**config.mk**
```make
export PLATFORM = sky130hd
export DESIGN_NAME = i2c_slave_eeprom_emulator
export DESIGN_NICKNAME = d
export VERILOG_FILES = /design/src/i2cee_pkg.sv /design/src/i2cee_ctrl.sv /design/src/i2cee_store.sv /design/src/i2c_slave_eeprom_emulator.sv
export SDC_FILE = /design/constraint.sdc
export NUM_CORES = 1
export LEC_CHECK = 0
export ABC_AREA = 1
export BUFFER_PORTS_ARGS = -buffer_cell sky130_fd_sc_hd__buf_2
export CAP_MARGIN = 20
export CORE_MARGIN = 2
export CORE_UTILIZATION = 35
export CTS_CLUSTER_DIAMETER = 150
export CTS_CLUSTER_SIZE = 8
export DETAILED_ROUTE_END_ITERATION = 10
export GPL_TIMING_DRIVEN = 0
export MAX_ROUTING_LAYER = met4
export PLACE_DENSITY = 0.59
export SKIP_LAST_GASP = 1
export SYNTH_ARGS = -nofsm -noshare
export SYNTH_HDL_FRONTEND = slang
export SYNTH_SLANG_ARGS = --single-unit
```
**constraint.sdc**
```tcl
create_clock -name clk -period 5.9 [get_ports clk]
set_input_delay 0.59 -clock clk [delete_from_list [all_inputs] [get_ports clk]]
set_output_delay 0.59 -clock clk [all_outputs]
set_load 0.02 [all_outputs]
```
**src/i2cee_pkg.sv**
```systemverilog
// Shared types, constants and helpers for the I2C slave EEPROM emulator backend.
// Used by i2cee_ctrl, i2cee_store, the top level and the checker; no dependencies.

package i2cee_pkg;

	localparam int STORE_DEPTH = 64;
	localparam int ADDR_W      = (STORE_DEPTH > 1) ? $clog2(STORE_DEPTH) : 1;
	localparam int DATA_W      = 8;
	localparam int CFG_DW      = 32;
	localparam int PADDR_W     = 3;

	// Register index, byte address / 4
	localparam logic [0:0] REG_SLAVE_ENABLE = 1'b0;

	typedef enum logic [2:0] {
		ACT_RX      = 3'd0,
		ACT_DRAIN   = 3'd1,
		ACT_RD_REQ  = 3'd2,
		ACT_RD_DONE = 3'd3,
		ACT_STOP    = 3'd4
	} action_t;

	typedef enum logic [2:0] {
		XS_IDLE  = 3'b001,
		XS_READ  = 3'b010,
		XS_WRITE = 3'b100
	} xfer_t;

	// Store access request from the control logic
	typedef struct packed {
		logic              wr_en;
		logic              rd_en;
		logic [ADDR_W-1:0] addr;
		logic [DATA_W-1:0] wdata;
	} store_req_t;

	// Byte modulo the store depth: the depth is a power of two, keep the low bits
	function automatic logic [ADDR_W-1:0] byte_mod_depth(input logic [DATA_W-1:0] v);
		return v[ADDR_W-1:0];
	endfunction

	// Pointer advance with wrap at the store depth
	function automatic logic [ADDR_W-1:0] ptr_inc(input logic [ADDR_W-1:0] p);
		logic [ADDR_W-1:0] n;
		if (p == ADDR_W'(STORE_DEPTH - 1)) begin
			n = '0;
		end else begin
			n = p + ADDR_W'(1);
		end
		return n;
	endfunction

endpackage

```
**src/i2cee_ctrl.sv**
```systemverilog
// Transfer control of the EEPROM emulator: pointer, first-byte mode, transfer state.
// Decodes one bus event per accepted item into a store request; uses i2cee_pkg.

module i2cee_ctrl (
	input  logic                        clk,
	input  logic                        arst_n,
	input  logic                        take,
	input  logic [2:0]                  action,
	input  logic [i2cee_pkg::DATA_W-1:0] data,
	input  logic                        slave_active,
	output i2cee_pkg::store_req_t       req
);

	logic [i2cee_pkg::ADDR_W-1:0] ptr_q, ptr_d;
	logic                         fbm_q, fbm_d, fbm_eff, wb;
	i2cee_pkg::xfer_t             xs_q, xs_d;

	always_comb begin
		ptr_d     = ptr_q;
		fbm_d     = fbm_q;
		xs_d      = xs_q;
		fbm_eff   = fbm_q;
		wb        = 1'b0;
		req.wr_en = 1'b0;
		req.rd_en = 1'b0;
		req.addr  = ptr_q;
		req.wdata = data;
		if (take) begin
			unique case (i2cee_pkg::action_t'(action))
				i2cee_pkg::ACT_RX: begin
					// open a write transfer unless one is running
					if (xs_q != i2cee_pkg::XS_WRITE) begin
						xs_d    = i2cee_pkg::XS_WRITE;
						fbm_eff = 1'b1;
					end
					wb = 1'b1;
				end
				i2cee_pkg::ACT_DRAIN: begin
					wb = 1'b1;
				end
				i2cee_pkg::ACT_RD_REQ: begin
					if (slave_active) begin
						xs_d      = i2cee_pkg::XS_READ;
						req.rd_en = 1'b1;
					end
				end
				i2cee_pkg::ACT_RD_DONE: begin
					ptr_d = i2cee_pkg::ptr_inc(ptr_q);
				end
				i2cee_pkg::ACT_STOP: begin
					xs_d  = i2cee_pkg::XS_IDLE;
					fbm_d = 1'b1;
				end
				default: begin
				end
			endcase
		end
		if (wb) begin
			if (fbm_eff) begin
				ptr_d = i2cee_pkg::byte_mod_depth(data);
				fbm_d = 1'b0;
			end else begin
				req.wr_en = 1'b1;
				ptr_d     = i2cee_pkg::ptr_inc(ptr_q);
			end
		end
	end

	always_ff @(posedge clk or negedge arst_n) begin
		if (!arst_n) begin
			ptr_q <= '0;
			fbm_q <= 1'b0;
			xs_q  <= i2cee_pkg::XS_IDLE;
		end else begin
			ptr_q <= ptr_d;
			fbm_q <= fbm_d;
			xs_q  <= xs_d;
		end
	end

endmodule

```
**src/i2cee_store.sv**
```systemverilog
// Byte store of the EEPROM emulator: memory, per-entry valid bits, registered read.
// An entry never written since reset reads as zero; uses i2cee_pkg.

module i2cee_store (
	input  logic                         clk,
	input  logic                         arst_n,
	input  i2cee_pkg::store_req_t        req,
	output logic [i2cee_pkg::DATA_W-1:0] rdata
);

	logic [i2cee_pkg::DATA_W-1:0]    mem [i2cee_pkg::STORE_DEPTH];
	logic [i2cee_pkg::STORE_DEPTH-1:0] vld_q;
	logic [i2cee_pkg::DATA_W-1:0]    rdata_q;
	logic                            hit_q;

	always_ff @(posedge clk) begin
		if (req.wr_en) begin
			mem[req.addr] <= req.wdata;
		end
		if (req.rd_en) begin
			rdata_q <= mem[req.addr];
		end
	end

	always_ff @(posedge clk or negedge arst_n) begin
		if (!arst_n) begin
			vld_q <= '0;
			hit_q <= 1'b0;
		end else begin
			if (req.wr_en) begin
				vld_q[req.addr] <= 1'b1;
			end
			if (req.rd_en) begin
				hit_q <= vld_q[req.addr];
			end
		end
	end

	assign rdata = hit_q ? rdata_q : '0;

endmodule

```
**src/i2c_slave_eeprom_emulator.sv**
```systemverilog
// Top level of the I2C slave EEPROM emulator backend.
// Instantiates i2cee_ctrl and i2cee_store; uses i2cee_pkg.
//
// Usage:
//   Input channel (in_valid / in_stall) carries one bus event per item:
//   action, data and slave_active. Output channel (out_valid / out_stall)
//   carries tx_byte, one item for every served read request (action read
//   request with slave_active set while slave_enable is one).
//   Latency: a result appears on out_valid the cycle after its event is
//   accepted. Throughput: one event per cycle while in_stall is low; each
//   event makes at most one store read or write and may update the pointer.
//   Stall: in_stall rises only while a result waits and out_stall is high;
//   the waiting tx_byte holds until it is taken. As soon as the result
//   drains, a new event may enter in the same cycle.
//   Reset (arst_n low): pointer zero, first-byte mode clear, transfer
//   idle, slave_enable zero, every store entry reads as zero (per-entry
//   valid bits, no clearing pass), no result pending.
//   Configuration: APB write to byte address 0 sets slave_enable; with it
//   zero, events are accepted and dropped. pready is always high.

module i2c_slave_eeprom_emulator (
	input  logic                           clk,
	input  logic                           arst_n,
	// event input
	input  logic                           in_valid,
	output logic                           in_stall,
	input  logic [2:0]                     action,
	input  logic [i2cee_pkg::DATA_W-1:0]   data,
	input  logic                           slave_active,
	// result output
	output logic                           out_valid,
	input  logic                           out_stall,
	output logic [i2cee_pkg::DATA_W-1:0]   tx_byte,
	// configuration
	input  logic                           psel,
	input  logic                           penable,
	input  logic                           pwrite,
	input  logic [i2cee_pkg::PADDR_W-1:0]  paddr,
	input  logic [i2cee_pkg::CFG_DW-1:0]   pwdata,
	output logic [i2cee_pkg::CFG_DW-1:0]   prdata,
	output logic                           pready
);

	logic                  enable_q;
	logic                  out_valid_q;
	logic                  accept;
	logic                  reg_sel;
	i2cee_pkg::store_req_t req;

	// Config register decode: index is the word address
	assign pready  = 1'b1;
	assign reg_sel = (paddr[2:2] == i2cee_pkg::REG_SLAVE_ENABLE);
	assign prdata  = reg_sel ? {{(i2cee_pkg::CFG_DW-1){1'b0}}, enable_q} : '0;

	always_ff @(posedge clk or negedge arst_n) begin
		if (!arst_n) begin
			enable_q <= 1'b0;
		end else if (psel && penable && pwrite && pready && reg_sel) begin
			enable_q <= pwdata[0];
		end
	end

	// Hold new events only while a result waits on a stalled receiver
	assign in_stall = out_valid_q && out_stall;
	assign accept   = in_valid && !in_stall;

	i2cee_ctrl u_ctrl (
		.clk          (clk),
		.arst_n       (arst_n),
		.take         (accept && enable_q),
		.action       (action),
		.data         (data),
		.slave_active (slave_active),
		.req          (req)
	);

	i2cee_store u_store (
		.clk    (clk),
		.arst_n (arst_n),
		.req    (req),
		.rdata  (tx_byte)
	);

	// Result slot: fill on a served read, drain when taken
	always_ff @(posedge clk or negedge arst_n) begin
		if (!arst_n) begin
			out_valid_q <= 1'b0;
		end else if (req.rd_en) begin
			out_valid_q <= 1'b1;
		end else if (!out_stall) begin
			out_valid_q <= 1'b0;
		end
	end

	assign out_valid = out_valid_q;

endmodule

```
==> flow_metrics.tcl <==
set metrics [dict create \
    clkTransAtPathRegs_ns 0.05 \
    start_kind "flip-flop" \
    cp.arrival_ns 4.15 \
    timing.final.crit_share 0.6647 \
    critical_path.max_stage_delay_ns 1.04 \
    final_core_utilization 0.4125 \
    insertion_delay_ns 0.63 \
    placement.io_buffers 31 \
    placement.setup.worst_slack_ns 2.117 \
    crit_chain "buf_4 -> buf_2 -> nor2_1 -> clkbuf_1 -> nand2_1 -> nor2_1" \
    clkPwrFrac 0.332 \
    initial_standard_cell_utilization_of_the_core 0.3530 \
    power.sequential.fraction 0.364 \
    synth.top_cells.by_area "sky130_fd_sc_hd__edfxtp_1 63%, sky130_fd_sc_hd__nand2_1 12%, sky130_fd_sc_hd__dfrtp_1 7.7%, sky130_fd_sc_hd__a21oi_1 3.6%, sky130_fd_sc_hd__o21ai_0 2.0%" \
    wire_per_inst_um 24.80 \
    synth_top_area_cell "sky130_fd_sc_hd__edfxtp_1" \
    final.setup.tns_ns 0 \
    finalInstanceArea_um2 28840 \
    detail_route.first_pass.iterations 6 \
    combPwrFrac 0.304 \
    placement_rows 97 \
    io_pins 97 \
    timing_worst_setup_path_type "flip-flop to flip-flop" \
    maximum_number_of_pins_on_one_net_before_global_route_repair 74 \
    timing_max_transition_violations_final 0 \
    cellInternalPower_uw 8190 \
    syn-instance-count 2217 \
    postPlaceCellArea_um2 26550 \
    syn_avg_cell_area_um2 11.13 \
    cts.htree.levels 3 \
    switching_power_summed_over_all_nets_uw 4783 \
    first_pass_grt_wire_length_mm 118.9 \
    worst_clock_skew_ns 0.03018 \
    numCtsBuffers 84 \
    globalRoute.totalOverflow 0 \
    mostFrequentLayoutCell "sky130_fd_sc_hd__nand2_1" \
    numClockSinks 597 \
    crit_required_ns 6.13 \
    grt_util_all_layers 0.2341 \
    vias_per_cell 5.302 \
    post_layout_nonfiller_instances 3359 \
    wl_mm 83.31 \
    ys.warnings.count 0 \
    core-area_um2 69910 \
    seq_area_frac_synth 0.7110 \
    cts_tree "done" \
    crit_slowest_cell "sky130_fd_sc_hd__nor2_1" \
    syn2layout_area_growth_pct 16.87 \
    drcViolationCount 0 \
    cp_max_fo 10 \
    critPathMostFrequentCell "sky130_fd_sc_hd__nor2_1" \
    final_hold_viol_count 0 \
    finalWorstPathRequiredPeriod_ns 3.921 \
    synth_area_um2 24670 \
    crit_buf_inv 3 \
    timing.hold.worst.class "input pin to flip-flop" \
    switching_share 0.3687 \
    synth_top_area_share 0.6328 \
    dieWidth_um 269.5 \
    finalNetCount 2453 \
    power.leakage_uw 0.01108 \
    placed_cells_incl_taps 3248 \
    die_y_um 269.5 \
    initialDrtViolationCount 2892 \
    yosys.cell_types.count 35 \
    crit_family "simple AND/OR/NAND/NOR gates" \
    setup_violations 0 \
    post-route-worst-setup-slack_ns 1.979 \
    grt_setup_unrepaired "no" \
    via_count 17810 \
    post-dp-hpwl_mm 57.14 \
    cts.path.max_buffers 3 \
    antenna_cells 0 \
    number_of_resized_instances_in_the_post_cts_repair_step 0 \
    timing.fmax_mhz 255.0 \
    die_area_um2 72640 \
    ant_nets 0 \
    place.gp.congestion 0.9620 \
    most-common-layout-cells "803 x sky130_fd_sc_hd__nand2_1, 520 x sky130_fd_sc_hd__edfxtp_1, 176 x sky130_fd_sc_hd__a21oi_1" \
    max-cap-violations 0 \
    total_of_flip_flops_plus_latches_after_synthesis 597 \
    cts_setup_buffers 0 \
    cp-end-kind "flip-flop" \
    slew_headroom 0.1819 \
    tightest_slew_ns 1.223 \
    ctsRootBufferMaster "sky130_fd_sc_hd__clkbuf_16" \
    run_status "finished clean" \
    first_global_vias 17140 \
    power_density_over_the_cells_nw_per_um2 449.8 \
    layout-drive-gt1-share 0.1286 \
    filler_cell_count 6544 \
    grt_antenna_before_repair 1 \
    ir_worst_vdd_v 0.0001885 \
]
==> path summary, 6_finish.rpt <==
path	startpoint	end	slack [ns]	depth (start not counted)
setup / recovery	u_ctrl.ptr_q[0]	u_store.mem[14][0]	1.98	6
min in group asynchronous	arst_n	u_ctrl.xs_q[2]	0.35	2
hold / removal	out_stall	out_valid	0.23	3
max in group asynchronous	arst_n	u_store.vld_q[61]	4.96	3
setup reg to reg	u_ctrl.ptr_q[0]	u_store.mem[14][0]	1.98	6
hold reg to reg	u_store.vld_q[6]	u_store.vld_q[6]	0.45	2
==> metrics by stage <==
step	power [µW]	hold slack (ns)
final	12970	0.2306
after global routing	13380	0.2405
after CTS	12860	0.2092
after detailed placement	8592	0.4124
after global placement	8556	0.4396
after floorplan	6882	0.2944
==> per-layer routing <==
metal	track usage	wire [µm]
met5	-	0
met4	0.1247	4967
met3	0.04862	8939
met2	0.3460	36850
met1	0.3036	32540
==> flip-flops by register name, indices dropped and copies added, names as in the netlist <==
register	count
u_ctrl.ptr_q	6
u_store.rdata_q	8
enable_q	1
u_ctrl.fbm_q	1
out_valid	1
u_store.vld_q	64
u_store.hit_q	1
u_ctrl.xs_q	3
u_store.mem	512
==> timing repair <==
action / in CTS / in global routing
endpoints found under the setup margin: 0 / 0
hold buffers: 1 / 0
endpoints found under the hold margin: 4 / 0
==> power by group through the flow <==
stage,logic (µW),registers (µW),clock network (µW)
floorplan,2090,4790,0
global placement,3760,4800,0
detailed placement,3790,4800,0
CTS,3810,4720,4330
global route,4140,4730,4510
finish,3940,4720,4300
==> final cells by class <==
type,instances,area [µm²],area share
plain buffers,138,725.7,0.02516
well taps,940,1176,0.04078
repair buffers,65,599.3,0.02078
inverters,100,377.9,0.01310
flip-flops and latches,597,17540,0.6083
clock buffers,102,2191,0.07597
clock inverters,5,68.82,0.002386
multi-input cells,1412,6156,0.2135
==> synthesized netlist by cell type, drive strengths merged <==
cell type	count
dfrtp	76
nand4	15
nand3b	12
o22ai	1
o211ai	15
nor3	7
nand3	29
or2	44
a21oi	176
nand2	805
buf	106
nor2	125
inv	100
a22oi	18
conb	2
o21ai	123
clkbuf	32
o32ai	1
ha	1
o21a	6
xor2	1
a31oi	1
dfstp	1
edfxtp	520
==> worst register-to-register path: stages, from the launching register on <==
cell and delay, ns:
sky130_fd_sc_hd__dfrtp_1 0.42, sky130_fd_sc_hd__buf_4 0.21, sky130_fd_sc_hd__buf_2 0.27, sky130_fd_sc_hd__nor2_1 0.19
sky130_fd_sc_hd__clkbuf_1 0.72, sky130_fd_sc_hd__nand2_1 0.68, sky130_fd_sc_hd__nor2_1 1.05
==> cells by family after synthesis <==
family          count (synthesis)  synth area share
simple gates                 1037            0.1698
compound gates                341           0.07337
buf+inv                       238           0.04472
other cells                     2         0.0003044
xor+xnor                        1         0.0003550
fa+ha+maj                       1         0.0005070
flops                         597            0.7110
Note: power is estimated with default switching activity, not from simulation.
